==> config.mk <==
export PLATFORM = sky130hd
export DESIGN_NAME = lsb_first_field_bit_packer_flat
export DESIGN_NICKNAME = d
export VERILOG_FILES = /design/src/rtl/core/lfbp_pkg.sv /design/src/rtl/core/lfbp_in_if.sv /design/src/rtl/core/lfbp_out_if.sv /design/src/rtl/core/lfbp_front.sv /design/src/rtl/core/lfbp_queue.sv /design/src/rtl/core/lfbp_back.sv /design/src/rtl/core/lsb_first_field_bit_packer.sv /design/src/flat_wrapper.sv
export SDC_FILE = /design/constraint.sdc
export NUM_CORES = 1
export LEC_CHECK = 0
export BUFFER_PORTS_ARGS = -buffer_cell sky130_fd_sc_hd__buf_2
export CAP_MARGIN = 25
export CORE_ASPECT_RATIO = 2
export CORE_MARGIN = 3
export CORE_UTILIZATION = 35
export DETAILED_ROUTE_END_ITERATION = 10
export PLACE_DENSITY = 0.49
export SETUP_SLACK_MARGIN = 0.5
export SLEW_MARGIN = 20
export SYNTH_ARGS = -nofsm -noshare
export SYNTH_HDL_FRONTEND = slang
export SYNTH_SLANG_ARGS = --single-unit
==> constraint.sdc <==
create_clock -name clk -period 6.2 [get_ports clk]
set_clock_uncertainty 0.05 [all_clocks]
set_input_delay 0.31 -clock clk [delete_from_list [all_inputs] [get_ports clk]]
set_output_delay 0.31 -clock clk [all_outputs]
set_load 0.05 [all_outputs]
==> src/rtl/core/lfbp_pkg.sv <==
`default_nettype none
// ---------------------------------------------------------------------------
// lfbp_pkg
// Shared types and constants for the LSB-first field bit packer.
// ---------------------------------------------------------------------------
package lfbp_pkg;

	localparam logic [2:0] ACT_RAW     = 3'd0;
	localparam logic [2:0] ACT_VARINT  = 3'd1;
	localparam logic [2:0] ACT_UBITINT = 3'd2;
	localparam logic [2:0] ACT_UBITVAR = 3'd3;
	localparam logic [2:0] ACT_INDEX   = 3'd4;
	localparam logic [2:0] ACT_FLUSH   = 3'd5;

	localparam int BITS_W = 64;
	localparam int LEN_W  = 7;
	localparam int ACC_W  = 71;
	localparam int CNT_W  = 7;

	localparam logic [31:0] LIM_4  = 32'hF;
	localparam logic [31:0] LIM_8  = 32'hFF;
	localparam logic [31:0] LIM_12 = 32'hFFF;
	localparam logic [31:0] LIM_5  = 32'h1F;
	localparam logic [31:0] LIM_7  = 32'h7F;
	localparam logic [31:0] LIM_9  = 32'h1FF;
	localparam logic [31:0] END_DIFF = 32'hFFF;
	localparam logic [31:0] SHORT_LIM = 32'd8;

	typedef struct packed {
		logic [BITS_W-1:0] bits;
		logic [LEN_W-1:0]  len;
		logic              flush;
	} entry_t;

	typedef struct packed {
		logic   push;
		entry_t entry;
	} wr_t;

	typedef struct packed {
		logic   avail;
		entry_t entry;
	} rd_t;

endpackage
`default_nettype wire

==> src/rtl/core/lfbp_in_if.sv <==
`default_nettype none
// ---------------------------------------------------------------------------
// lfbp_in_if
// Field item channel: one field to encode per item.
// ---------------------------------------------------------------------------
interface lfbp_in_if;
	logic        valid;
	logic        ready;
	logic [2:0]  action;
	logic [63:0] field_value;
	logic [6:0]  raw_width;
	logic signed [31:0] next_index;
	logic signed [31:0] prior_index;
	logic        short_form;

	modport source(output valid, action, field_value, raw_width, next_index, prior_index,
		short_form, input ready);
	modport sink(input valid, action, field_value, raw_width, next_index, prior_index,
		short_form, output ready);
endinterface
`default_nettype wire

==> src/rtl/core/lfbp_out_if.sv <==
`default_nettype none
// ---------------------------------------------------------------------------
// lfbp_out_if
// Packed byte channel: one byte per item.
// ---------------------------------------------------------------------------
interface lfbp_out_if;
	logic       valid;
	logic       ready;
	logic [7:0] out_byte;
	logic [3:0] used_bits;
	logic       run_end;

	modport source(output valid, out_byte, used_bits, run_end, input ready);
	modport sink(input valid, out_byte, used_bits, run_end, output ready);
endinterface
`default_nettype wire

==> src/rtl/core/lfbp_front.sv <==
`default_nettype none
// ---------------------------------------------------------------------------
// lfbp_front
// Accepts field items and encodes each into a bit string and its length.
// ---------------------------------------------------------------------------
module lfbp_front (
	lfbp_in_if.sink        fields,
	input  logic           full,
	output lfbp_pkg::wr_t  wr
);

	lfbp_pkg::entry_t enc;
	logic [31:0] v;
	logic [34:0] vx;
	logic [31:0] diff;
	logic [6:0]  w;
	logic [2:0]  n;
	logic [1:0]  sel;
	logic [1:0]  osel;
	logic [13:0] old_bits;
	logic [3:0]  old_len;
	logic [63:0] mask;

	assign fields.ready = !full;
	assign wr.push  = fields.valid && !full;
	assign wr.entry = enc;

	always_comb begin
		v  = fields.field_value[31:0];
		vx = {3'b000, v};
		w  = (fields.raw_width > 7'd64) ? 7'd64 : fields.raw_width;
		mask = (w == 7'd64) ? '1 : ((64'd1 << w[5:0]) - 64'd1);

		if (v[31:7] == '0)
			n = 3'd1;
		else if (v[31:14] == '0)
			n = 3'd2;
		else if (v[31:21] == '0)
			n = 3'd3;
		else if (v[31:28] == '0)
			n = 3'd4;
		else
			n = 3'd5;

		if (v <= lfbp_pkg::LIM_4)
			sel = 2'd0;
		else if (v <= lfbp_pkg::LIM_8)
			sel = 2'd1;
		else if (v <= lfbp_pkg::LIM_12)
			sel = 2'd2;
		else
			sel = 2'd3;

		if (fields.next_index == -32'sd1)
			diff = lfbp_pkg::END_DIFF;
		else
			diff = $unsigned(fields.next_index) - $unsigned(fields.prior_index) - 32'd1;

		if (diff <= lfbp_pkg::LIM_5)
			osel = 2'd0;
		else if (diff <= lfbp_pkg::LIM_7)
			osel = 2'd1;
		else if (diff <= lfbp_pkg::LIM_9)
			osel = 2'd2;
		else
			osel = 2'd3;
		old_bits = {diff[11:5], osel, diff[4:0]};
		unique case (osel)
			2'd0:    old_len = 4'd7;
			2'd1:    old_len = 4'd9;
			2'd2:    old_len = 4'd11;
			default: old_len = 4'd14;
		endcase

		enc = '0;
		unique case (fields.action) inside
			lfbp_pkg::ACT_RAW: begin
				enc.bits = fields.field_value & mask;
				enc.len  = w;
			end
			lfbp_pkg::ACT_VARINT: begin
				for (int k = 0; k < 5; k++) begin
					if (3'(k) < n)
						enc.bits[8*k +: 8] = {(3'(k) < n - 3'd1), vx[7*k +: 7]};
				end
				enc.len = {1'b0, n, 3'b000};
			end
			lfbp_pkg::ACT_UBITINT, lfbp_pkg::ACT_UBITVAR: begin
				if (fields.action == lfbp_pkg::ACT_UBITINT)
					enc.bits = {30'b0, v[31:4], sel, v[3:0]};
				else
					enc.bits = {30'b0, v, sel};
				unique case (sel)
					2'd0:    enc.len = 7'd6;
					2'd1:    enc.len = 7'd10;
					2'd2:    enc.len = 7'd14;
					default: enc.len = 7'd34;
				endcase
			end
			lfbp_pkg::ACT_INDEX: begin
				if (!fields.short_form) begin
					enc.bits = {50'b0, old_bits};
					enc.len  = {3'b000, old_len};
				end else if (diff == '0) begin
					enc.bits = 64'd1;
					enc.len  = 7'd1;
				end else if (diff[31] || diff < lfbp_pkg::SHORT_LIM) begin
					enc.bits = {59'b0, diff[2:0], 2'b10};
					enc.len  = 7'd5;
				end else begin
					enc.bits = {48'b0, old_bits, 2'b00};
					enc.len  = {3'b000, old_len} + 7'd2;
				end
			end
			lfbp_pkg::ACT_FLUSH: begin
				enc.flush = 1'b1;
			end
			default: begin
				enc = '0;
			end
		endcase
	end

endmodule
`default_nettype wire

==> src/rtl/core/lfbp_queue.sv <==
`default_nettype none
// ---------------------------------------------------------------------------
// lfbp_queue
// Two-entry queue of encoded bit strings between front and back.
// ---------------------------------------------------------------------------
module lfbp_queue (
	input  logic          clk,
	input  logic          arst_n,
	input  lfbp_pkg::wr_t wr,
	input  logic          pop,
	output logic          full,
	output lfbp_pkg::rd_t rd
);

	lfbp_pkg::entry_t slot_q [2];
	logic       wptr_q;
	logic       rptr_q;
	logic [1:0] cnt_q;

	assign full     = (cnt_q == 2'd2);
	assign rd.avail = (cnt_q != 2'd0);
	assign rd.entry = slot_q[rptr_q];

	always_ff @(posedge clk or negedge arst_n) begin
		if (!arst_n) begin
			wptr_q <= 1'b0;
			rptr_q <= 1'b0;
			cnt_q  <= 2'd0;
		end else begin
			if (wr.push)
				wptr_q <= !wptr_q;
			if (pop)
				rptr_q <= !rptr_q;
			cnt_q <= cnt_q + {1'b0, wr.push} - {1'b0, pop};
		end
	end

	always_ff @(posedge clk) begin
		if (wr.push)
			slot_q[wptr_q] <= wr.entry;
	end

endmodule
`default_nettype wire

==> src/rtl/core/lfbp_back.sv <==
`default_nettype none
// ---------------------------------------------------------------------------
// lfbp_back
// Appends encoded bits after the carry and gives out bytes one per cycle while the receiver takes them.
// ---------------------------------------------------------------------------
module lfbp_back (
	input  logic          clk,
	input  logic          arst_n,
	input  lfbp_pkg::rd_t rd,
	output logic          pop,
	lfbp_out_if.source    stream
);

	logic [lfbp_pkg::ACC_W-1:0] acc_q;
	logic [lfbp_pkg::CNT_W-1:0] cnt_q;
	logic                       busy_q;
	logic                       flush_q;
	logic                       out_valid_q;
	logic [7:0]                 byte_q;
	logic [3:0]                 used_q;
	logic                       end_q;

	logic                       slot_free;
	logic                       emit_full;
	logic                       emit_part;
	logic [lfbp_pkg::ACC_W-1:0] merged;
	logic [lfbp_pkg::CNT_W-1:0] total;
	logic [lfbp_pkg::CNT_W-1:0] rem;

	assign slot_free = !out_valid_q || stream.ready;
	assign pop       = !busy_q && rd.avail;
	assign merged    = acc_q | (lfbp_pkg::ACC_W'(rd.entry.bits) << cnt_q[2:0]);
	assign total     = cnt_q + rd.entry.len;
	assign rem       = cnt_q - 7'd8;
	assign emit_full = busy_q && (cnt_q >= 7'd8) && slot_free;
	assign emit_part = busy_q && (cnt_q < 7'd8) && slot_free;

	assign stream.valid     = out_valid_q;
	assign stream.out_byte  = byte_q;
	assign stream.used_bits = used_q;
	assign stream.run_end   = end_q;

	always_ff @(posedge clk or negedge arst_n) begin
		if (!arst_n) begin
			acc_q       <= '0;
			cnt_q       <= '0;
			busy_q      <= 1'b0;
			flush_q     <= 1'b0;
			out_valid_q <= 1'b0;
		end else begin
			if (pop) begin
				acc_q   <= merged;
				cnt_q   <= total;
				flush_q <= rd.entry.flush;
				busy_q  <= rd.entry.flush ? (cnt_q != '0) : (total >= 7'd8);
			end else if (emit_full) begin
				acc_q  <= acc_q >> 8;
				cnt_q  <= rem;
				busy_q <= (rem >= 7'd8);
			end else if (emit_part) begin
				acc_q  <= '0;
				cnt_q  <= '0;
				busy_q <= 1'b0;
			end
			if (emit_full || emit_part)
				out_valid_q <= 1'b1;
			else if (stream.ready)
				out_valid_q <= 1'b0;
		end
	end

	always_ff @(posedge clk) begin
		if (emit_full || emit_part) begin
			byte_q <= acc_q[7:0];
			used_q <= emit_full ? 4'd8 : {1'b0, cnt_q[2:0]};
			end_q  <= emit_full ? ((rem < 7'd8) && !flush_q) : 1'b1;
		end
	end

	a_idle_carry: assert property (@(posedge clk) disable iff (!arst_n)
		!busy_q |-> cnt_q < 7'd8)
		else $error("carry holds a full byte while idle");

	a_cnt_bound: assert property (@(posedge clk) disable iff (!arst_n)
		cnt_q <= 7'd71)
		else $error("pending bit count out of range");

	a_partial_last: assert property (@(posedge clk) disable iff (!arst_n)
		out_valid_q && used_q != 4'd8 |-> end_q)
		else $error("partial byte not marked last");

endmodule
`default_nettype wire

==> src/rtl/core/lsb_first_field_bit_packer.sv <==
`default_nettype none
// ---------------------------------------------------------------------------
// lsb_first_field_bit_packer
// Packs encoded fields into a byte stream, least significant bit first.
// ---------------------------------------------------------------------------
// The front encodes one item per cycle into a two-entry queue while the queue
// is not full. The back end loads a queued item behind the pending carry, then
// gives out the bytes it completes (0 to 8 per item) one per cycle while the
// receiver takes them, and loads no new item until those bytes are out. The
// single-byte output register and the byte-wide shift of the carry set that
// rate. A flush gives out the partial byte, zero padded, with its bit count.
// ---------------------------------------------------------------------------
module lsb_first_field_bit_packer (
	input  logic        clk,
	input  logic        arst_n,
	lfbp_in_if.sink     fields,
	lfbp_out_if.source  stream
);

	lfbp_pkg::wr_t wr;
	lfbp_pkg::rd_t rd;
	logic          full;
	logic          pop;

	lfbp_front u_front (
		.fields (fields),
		.full   (full),
		.wr     (wr)
	);

	lfbp_queue u_queue (
		.clk    (clk),
		.arst_n (arst_n),
		.wr     (wr),
		.pop    (pop),
		.full   (full),
		.rd     (rd)
	);

	lfbp_back u_back (
		.clk    (clk),
		.arst_n (arst_n),
		.rd     (rd),
		.pop    (pop),
		.stream (stream)
	);

endmodule
`default_nettype wire

==> src/flat_wrapper.sv <==
// flat-port wrapper written by rule: the top's interface ports become plain ports
module lsb_first_field_bit_packer_flat 
  (clk, arst_n, fields_valid, fields_action, fields_field_value, fields_raw_width, fields_next_index, fields_prior_index, fields_short_form, fields_ready, stream_valid, stream_out_byte, stream_used_bits, stream_run_end, stream_ready);
  lfbp_in_if fields_i ();
  lfbp_out_if stream_i ();
  input  logic clk;
  input  logic arst_n;
  input wire logic [$bits(fields_i.valid)-1:0] fields_valid;
  input wire logic [$bits(fields_i.action)-1:0] fields_action;
  input wire logic [$bits(fields_i.field_value)-1:0] fields_field_value;
  input wire logic [$bits(fields_i.raw_width)-1:0] fields_raw_width;
  input wire logic [$bits(fields_i.next_index)-1:0] fields_next_index;
  input wire logic [$bits(fields_i.prior_index)-1:0] fields_prior_index;
  input wire logic [$bits(fields_i.short_form)-1:0] fields_short_form;
  output wire logic [$bits(fields_i.ready)-1:0] fields_ready;
  output wire logic [$bits(stream_i.valid)-1:0] stream_valid;
  output wire logic [$bits(stream_i.out_byte)-1:0] stream_out_byte;
  output wire logic [$bits(stream_i.used_bits)-1:0] stream_used_bits;
  output wire logic [$bits(stream_i.run_end)-1:0] stream_run_end;
  input wire logic [$bits(stream_i.ready)-1:0] stream_ready;
  assign fields_i.valid = fields_valid;
  assign fields_i.action = fields_action;
  assign fields_i.field_value = fields_field_value;
  assign fields_i.raw_width = fields_raw_width;
  assign fields_i.next_index = fields_next_index;
  assign fields_i.prior_index = fields_prior_index;
  assign fields_i.short_form = fields_short_form;
  assign fields_ready = fields_i.ready;
  assign stream_valid = stream_i.valid;
  assign stream_out_byte = stream_i.out_byte;
  assign stream_used_bits = stream_i.used_bits;
  assign stream_run_end = stream_i.run_end;
  assign stream_i.ready = stream_ready;
  lsb_first_field_bit_packer u_core (.clk(clk), .arst_n(arst_n), .fields(fields_i), .stream(stream_i));
endmodule
==> summary.txt <==
Area after DPL -> 18200 um2
Req. time, crit path -> 6.42 ns
Setup violations, final -> 0
DP Wirelength -> 51200 um
Period utilization -> 76.5%
Design area -> 18900 um2
Die Y-Extent -> 317 um
Net Switching -> 0.00336 W
Iter 0 DRT Violations -> 1338
Crit-path cells -> buf_2 -> inv_1 -> ha_1 -> inv_1 -> fa_1 -> nor2b_1 -> o31a_1 -> o21ai_2 -> a2111oi_2 -> o31a_1 -> nor2_1 -> or4_1 -> nor3_1 -> and2_1 -> inv_1 -> ha_1 -> nor2_1 -> nand2_1 -> o21ai_0 -> o2bb2ai_1 -> a21o_1
Net Count, Synth -> 1964
# hold bufs at CTS -> 1
Setup CP Type -> primary input to flip-flop
Post-cts resize count -> 0
Clock transition at path regs -> 0.07 ns
Post-CTS setup buffers -> 0
Share of total power in sequential cells -> 35.3%
Sink Count -> 242
Drt pass-1 iters -> 6
Max-cap violation count -> 0
Antenna violation net count after detailed routing -> 0
Switching part of the total power -> 42.1%
Number of synthesized flops with an enable pin -> 157
Final min period -> 4.74 ns
Starting Density -> 35.5%
Synth Area per Inst -> 9.57 um2
Initial antenna violation count -> 6
Slowest stage cell, crit path -> a2111oi_2
First-pass GRT wire length -> 94800 um
Nets -> 2044
Synthesized area -> 16900 um2
Most frequent cell after synthesis -> nand2_1
Asr flop ratio synth -> 35.1%
Cell Int Power -> 0.00462 W
Logic gate share of total power -> 49.2%
Seq cells post-synth -> 242
H-tree depth -> 1
Slew Viols, Final -> 0
Crit path max-delay family -> compound AO/OA/AOI/OAI gates
Area leader, netlist -> edfxtp_1
Tot GR Track Use -> 24.6%
Ranking of synthesized cells by area -> edfxtp_1, dfrtp_1, mux4_2
Post-synth top flop -> edfxtp_1
Setup TNS -> 0 ns
Critical-path maximum fanout -> 7
GPL Wtd Cong -> 1.01
CP max stage delay -> 0.79 ns
TritonCTS Buffers -> 20
Worst-margin pin slew -> 0.952 ns
Final hold viol count -> 0
WL per Instance -> 25.8 um
Post-synth cell types -> 83
RSZ-0062 raised after global routing -> false
Status -> finished clean
VDD IR-drop max -> 189 uV
Grt ovf -> 0
Sequential fraction of the synthesis area -> 40.5%
Area of the die -> 51200 um2
Leakage power -> 7.29 nW
DRC viols -> 0
CTS tree -> yes
CP dominant cell by count -> inv_1
Fmax achieved -> 211 MHz
Layout cells sized above 1 -> 18.5%
Total wire length -> 64600 um
WP buf/inv -> 4
Critical Path Sink Type -> flip-flop
Clk_lat worst skew -> 0.52 ns
Worst Setup Start Kind -> primary input
Syn. warnings -> 0
Clock Tree Buf Depth -> 3
Vias/cell -> 5.95
Core Box Area -> 47600 um2
Max-slew headroom -> 36.0%
I/O Pins -> 158
Area delta synth->final -> 11.7%
Post-synth top cells -> nand2_1, a21oi_1, edfxtp_1
IO buf count -> 157
Min-delay worst type -> primary input to flip-flop
# rows -> 113
Die Wd -> 161 um
Synth Instances -> 1767
Pwr Density -> 422 nW/um2
Worst Path Arrival -> 4.96 ns
Largest net degree at the start of global routing -> 69
Top cell type's share of synthesized area -> 27.9%
Root Buffer -> clkbuf_16
Vias in the first global route -> 15325
Routed via count -> 14890
Clk pwr share -> 15.5%
[metrics by stage]
step | util, % | hold slack, ns | std cells | setup slack, ns | power (W)
after global placement | 38.2 | 0.216 | 2454 | 0.700 | 0.00676
after detailed placement | 38.3 | 0.221 | 2456 | 0.967 | 0.00681
after CTS | 39.6 | 0.0674 | 2493 | 1.51 | 0.00806
after floorplan | - | -0.0356 | 1767 | 1.61 | 0.00568
after global routing | 39.6 | 0.0755 | 2494 | 1.30 | 0.00855
final | 39.6 | 0.0838 | 2501 | 1.46 | 0.00798
[flip-flops by register name (all words and copies together) (netlist names)]
name                            cells
u_core.u_queue.slot_q             144
u_core.u_back.busy_q                1
u_core.u_back.stream.run_end        1
u_core.u_back.stream.valid          1
u_core.u_queue.wptr_q               1
u_core.u_queue.rptr_q               1
u_core.u_back.cnt_q                 7
u_core.u_back.stream.used_bits      4
u_core.u_back.stream.out_byte       8
u_core.u_queue.cnt_q                2
u_core.u_back.flush_q               1
u_core.u_back.acc_q                71
[power groups by stage]
stage	sequential, W	clock (W)	combinational [W]
floorplan	0.00271	0	0.00297
global placement	0.00285	0	0.00391
detailed placement	0.00287	0	0.00395
CTS	0.00283	0.00127	0.00396
global route	0.00290	0.00133	0.00433
finish	0.00282	0.00123	0.00393
[logic make-up (layout without fill, tap and decap cells)]
family | after synthesis | count (layout) | synth area share (%)
AOI/OAI and AO/OA | 534 | 534 | 21.2
and+or+nand+nor | 519 | 519 | 14.1
DFF | 242 | 242 | 40.5
buffers and inverters | 239 | 333 | 5.45
muxes | 142 | 142 | 12.8
adders and majority gates | 54 | 54 | 4.08
xor gates and xnor gates | 37 | 37 | 1.96
other | 0 | 8 | 0
[worst paths after layout]
check	start	to	slack, ns	depth (start not counted)
max in group asynchronous	arst_n	u_core.u_back.acc_q[65]	4.73	3
min in group asynchronous	arst_n	u_core.u_back.stream.valid	0.22	2
worst max register to register	u_core.u_queue.rptr_q	u_core.u_back.busy_q	2.85	12
worst max-delay path	fields_prior_index[0]	u_core.u_queue.slot_q[0][3]	1.46	21
worst min register to register	u_core.u_back.acc_q[7]	u_core.u_back.stream.out_byte[7]	0.40	0
worst min-delay path	stream_ready	u_core.u_back.stream.valid	0.08	3
[area by class of cell]
cell class                      count  area, um2
Clock inverter                     10       92.6
Clock buffer                       26        523
Antenna cell                        8       20.0
Inverter                          113        424
Timing Repair Buffer              184        993
Sequential cell                   242       6850
Fill cell                        4847      28800
Multi-Input combinational cell   1286       9190
Tap cell                          632        791
[cells in the final DEF (no fill, tap or decap), types with 7 or more instances in the layout]
cell type and n:
a21oi_1 164, inv_1 109, mux2i_1 48, o211ai_1 26
o221ai_1 8, a211oi_1 12, and3_1 11, o21ai_0 110
or3_1 9, edfxtp_1 157, xnor2_1 24, a22oi_1 27
or2_2 7, a221oi_1 7, diode_2 8, nor4_1 14
a222oi_1 49, nor2_1 151, mux2_2 39, nor3_1 40
ha_1 52, mux4_2 55, nand2_1 176, dfrtp_1 81
buf_4 25, nand3_1 25, buf_2 156, a31oi_1 20
a21o_1 14, nand4_1 27, clkbuf_16 20, o21ai_1 10
nand2b_1 13, xor2_1 12, and2_1 10
[tightest hold or removal path: cells and delay by family]
kind | cells | cell delay, ns
buf+inv | 1 | 0.07
simple gates | 2 | 0.23
[per-layer routing]
layer  wire length (um)  part of all wire [%]  global-route usage, %  up-vias
met5                 16                 0.025                      0        -
met4               5260                   8.1                   16.9        2
met3               2930                   4.5                   2.67      172
met2              36000                    56                   48.9      542
met1              20400                    32                   22.9     7282
li1                   -                     -                      -     6892
No activity file was read; power rests on OpenSTA's default activity.
